===== config.mk =====
export PLATFORM = sky130hd
export DESIGN_NAME = sdat_ctrl
export DESIGN_NICKNAME = d
export VERILOG_FILES = /design/src/design/sdat_pkg.sv /design/src/design/sdat_ctrl.sv
export SDC_FILE = /design/constraint.sdc
export NUM_CORES = 1
export LEC_CHECK = 0
export BUFFER_PORTS_ARGS = -buffer_cell sky130_fd_sc_hd__buf_2
export CORE_AREA = 2 2 39 41
export DETAILED_ROUTE_END_ITERATION = 8
export DIE_AREA = 0 0 41 43
export HOLD_SLACK_MARGIN = 0.03
export PLACE_DENSITY = 0.31
export SLEW_MARGIN = 20
export SYNTH_ARGS = -nofsm -noshare
export SYNTH_HDL_FRONTEND = slang
export SYNTH_SLANG_ARGS = --single-unit

===== constraint.sdc =====
create_clock -name clk -period 1.35 [get_ports clk]
set_clock_uncertainty 0.15 [all_clocks]
set_input_delay 0.0675 -clock clk [delete_from_list [all_inputs] [get_ports clk]]
set_output_delay 0.0675 -clock clk [all_outputs]
set_load 0.005 [all_outputs]

===== src/design/sdat_pkg.sv =====
// ----------------------------------------------------------------------------
// sdat_pkg
// Types and constants for the session deadline aging table.
// ----------------------------------------------------------------------------
package sdat_pkg;

  localparam int Buckets   = 128;
  localparam int Ways      = 4;
  localparam int BucketW   = $clog2(Buckets);
  localparam int WayW      = (Ways > 1) ? $clog2(Ways) : 1;
  localparam int FillW     = $clog2(Ways + 1);
  localparam int EntryW    = 96;
  localparam int RowW      = EntryW * Ways + FillW;

  typedef enum logic [1:0] {
    OP_REFRESH = 2'd0,
    OP_GET     = 2'd1,
    OP_DELETE  = 2'd2,
    OP_AGE     = 2'd3
  } op_t;

  typedef struct packed {
    logic [1:0]  operation;
    logic [31:0] account_id;
    logic [31:0] verify_duration;
    logic [31:0] now_ms;
  } in_item_t;

  typedef struct packed {
    logic        found;
    logic [31:0] found_deadline;
    logic [31:0] found_ping;
    logic        expired_valid;
    logic [31:0] expired_account;
    logic        overflow;
  } out_item_t;

  typedef enum logic [1:0] {
    ST_IDLE,
    ST_CLEAR,
    ST_READ,
    ST_WRITE
  } state_t;

  // Commands from controller to datapath
  typedef struct packed {
    logic capture;
    logic clear;
    logic rd;
    logic commit;
  } dp_cmd_t;

  // Status from datapath to controller
  typedef struct packed {
    logic clear_done;
  } dp_sts_t;

endpackage


===== src/design/sdat_ctrl.sv =====
// ----------------------------------------------------------------------------
// sdat_ctrl
// Controller: clearing pass after reset, then read / write per item.
// ----------------------------------------------------------------------------
module sdat_ctrl import sdat_pkg::*; (
  input  logic    clk,
  input  logic    rst_n,
  input  logic    start,
  input  dp_sts_t sts,
  output dp_cmd_t cmd,
  output logic    busy
);

  state_t state_r, state_nxt;

  // Next state
  always_comb begin
    state_nxt = state_r;
    unique case (state_r)
      ST_CLEAR: if (sts.clear_done) state_nxt = ST_IDLE;
      ST_IDLE:  if (start) state_nxt = ST_READ;
      ST_READ:  state_nxt = ST_WRITE;
      ST_WRITE: state_nxt = ST_IDLE;
      default:  state_nxt = ST_IDLE;
    endcase
  end

  always_ff @(posedge clk) begin
    if (!rst_n) begin
      state_r <= ST_CLEAR;
    end else begin
      state_r <= state_nxt;
    end
  end

  // Outputs
  always_comb begin
    cmd  = '0;
    busy = 1'b1;
    unique case (state_r)
      ST_CLEAR: cmd.clear = 1'b1;
      ST_IDLE: begin
        busy        = 1'b0;
        cmd.capture = start;
        cmd.rd      = start;
      end
      ST_READ:  busy = 1'b1;
      ST_WRITE: cmd.commit = 1'b1;
      default:  busy = 1'b1;
    endcase
  end

endmodule


==> results.md <==
* Largest register FFs at 2
* Layout cell share with drive strength beyond 1 at 55.6%
* Clk buf depth at 2
* Post-Route Setup TNS at 0 ps
* Largest reg by FF count: state_r
* Grt total ovfl at 0
* TritonRoute pass-1 iters at 4
* Crit path largest cell delay at 330 ps
* CP Data Arrival Time at 1080 ps
* Post-synthesis register bit count at 2
* Post-synth top area share at 38.1%
* Worst setup SP type: flop
* CP required at 1130 ps
* Routed Antenna Nets at 0
* Number of cells produced by synthesis at 13
* Residual DRC at 0
* LEAKAGE at 0.000108 uW
* P per Cell Area at 1100 mW/mm2
* Slew HR at roughly nine tenths
* Root Buffer: clkbuf_4
* Largest delay contributor family on the critical path: simple AND/OR/NAND/NOR gates
* Post-layout min period at 1290 ps
* Largest registers: state_r (2)
* Final Hold Viols at 0
* Netlist Area Pre-Place at 105 um2
* HP Class: reg2reg
* Final Cycle Share at 95.8%
* Peak Freq at 773 MHz
* First-pass GRT wire length at 483 um
* Worst-margin pin slew at 154 ps
* Top area cells in the synthesized netlist: dfxtp_1 (38%), or3b_1 (8.3%), buf_4 (7.1%)
* Routability-driven placement congestion ratio at about 0.54
* Cts bufs inserted at 3
* H-tree depth reported by CTS at 1
* Min Hold Slack at 296 ps
* Rows at 14
* Post-Route WL at 352 um
* Initial antenna violation count at 0
* Clock-pin transition on the worst setup and hold timing paths at 30 ps
* IO Port Bufs at 8
* RSZ-0062 raised after global routing: false
* CTS tree: yes
* Max cap viols at 0
* Routed vias at 147
* Core footprint at ~0.0014 mm2
* Initial drt markers at 9
* Die height at around 43 um
* Area grow syn2layout at 112%
* Detailed-route vias per instance at 3.42
* Antenna cells at 0
* Crit-path max FO at 6
* Die footprint at 0.00176 mm2
* WL/cell at 8.19 um
* Initial core utilization at 7.59%
* Clock Latency Late Sink at 220 ps
* Final setup fails at 0
* Status: finished clean
* Nets at 33
* Clock Sinks at 2
* Syn avg cell area at 8.08 um2
* CP bufs+invs at 1
* Distinct cell type count after synthesis at 11
* Synthesized Nets at 17
* CP max-delay cell: dfxtp_2
* CP Class: reg2out
* Largest net degree at the start of global routing at 7
* Yosys warning count at 0
* Die X at between 40 and 50 um
* Cell chain of the critical path: or2_1 > nor2_2 > buf_2
* Post-synth top area cell: dfxtp_1
* Final Max Slew Viols at 0
* Peak VDD IR at 0.155 mV
* Critical Path End Type: primary output
* Sequential fraction of the synthesis area at about two fifths
* Boundary pin count at 9
* Vias in the first global route at roughly 130
* Tot GR Track Use at a little under 5%
-- Yosys cell counts --
cell and instances:
inv_1 1, nor2_1 2, nand2b_1 1, buf_4 1
or2_1 1, nor3b_1 1, dfxtp_1 2, or3b_1 1
nor2b_1 1, and2_1 1, nand3_1 1
-- routing by layer --
metal / vias to the layer above / global-route usage [%] / part of all wire (%)
li1: 69 / - / -
met1: 56 / 5.75 / 36
met2: 20 / 4.06 / 33
met3: 2 / 3.14 / 28
met4: 0 / 8.00 / 1.7
met5: - / 0 / 0
-- worst paths after layout --
kind                      startpoint                       to  slack (ps)  cells after the start
max reg2reg  state_r[1]$_SDFFE_PN0P_  state_r[0]$_SDFFE_PN1P_         320                      2
min reg2reg  state_r[0]$_SDFFE_PN1P_  state_r[1]$_SDFFE_PN0P_         300                      1
max          state_r[0]$_SDFFE_PN1P_                   cmd[1]          60                      3
min          state_r[0]$_SDFFE_PN1P_  state_r[1]$_SDFFE_PN0P_         300                      1
-- final cells by class --
cell class                      count  area (um2)
Tap cell                           16        20.0
Clock buffer                        3        22.5
Fill cell                         159        1160
Inverter                            1        3.75
Timing Repair Buffer               12        77.6
Sequential cell                     2        42.5
Multi-Input combinational cell      9        56.3
-- metrics by stage --
step           power, uW  worst slack, ps  cells  util, %  instance area, um2
2_1_floorplan       84.3              287     13        -                 105
3_3_place_gp        98.1              285     36     11.4                 158
3_5_place_dp        99.3              262     36     11.4                 158
4_1_cts              244             12.5     42     15.2                 210
5_1_grt              254             9.34     43     16.1                 223
6_report             244             56.3     43     16.1                 223
-- kinds of logic (layout without fill, tap and decap cells) --
| family | after synthesis | after routing | share of synthesized area [%] |
|---|---|---|---|
| buffers and inverters | 2 | 16 | 10.7 |
| flip-flops | 2 | 2 | 38.1 |
| AND/OR/NAND/NOR | 9 | 9 | 51.2 |
-- cell usage in the layout (no fill, tap or decap) --
cell,count
and2_1,1
buf_2,8
buf_4,1
clkbuf_4,3
dfxtp_2,2
dlygate4sd3_1,3
inv_1,1
nand2b_1,1
nand3_1,1
nor2_1,1
nor2_2,1
nor2b_1,1
nor3b_1,1
or2_1,1
or3b_1,1
-- what timing repair did --
| item | in CTS | in global routing |
|---|---|---|
| resized for setup | 0 | 3 |
| endpoints found under the setup margin | 0 | 2 |
| hold endpoints to repair | 2 | 0 |
| setup buffers | 0 | 1 |
| hold buffers | 3 | 0 |
-- where the power goes --
| part | internal [uW] | switching (uW) | leakage, uW | total (uW) |
|---|---|---|---|---|
| Sequential | 64.4 | 4.57 | 0.0000168 | 69.0 |
| Clock | 98.1 | 34.3 | 0.0000138 | 132 |
| Combinational | 26.9 | 15.7 | 0.0000770 | 42.5 |
-- worst register-to-register path: stages (launching register included) --
cell     delay [ps]
dfxtp_2         330
or3b_1          380
nand3_1         100
Note: power is estimated with default switching activity, not from simulation.
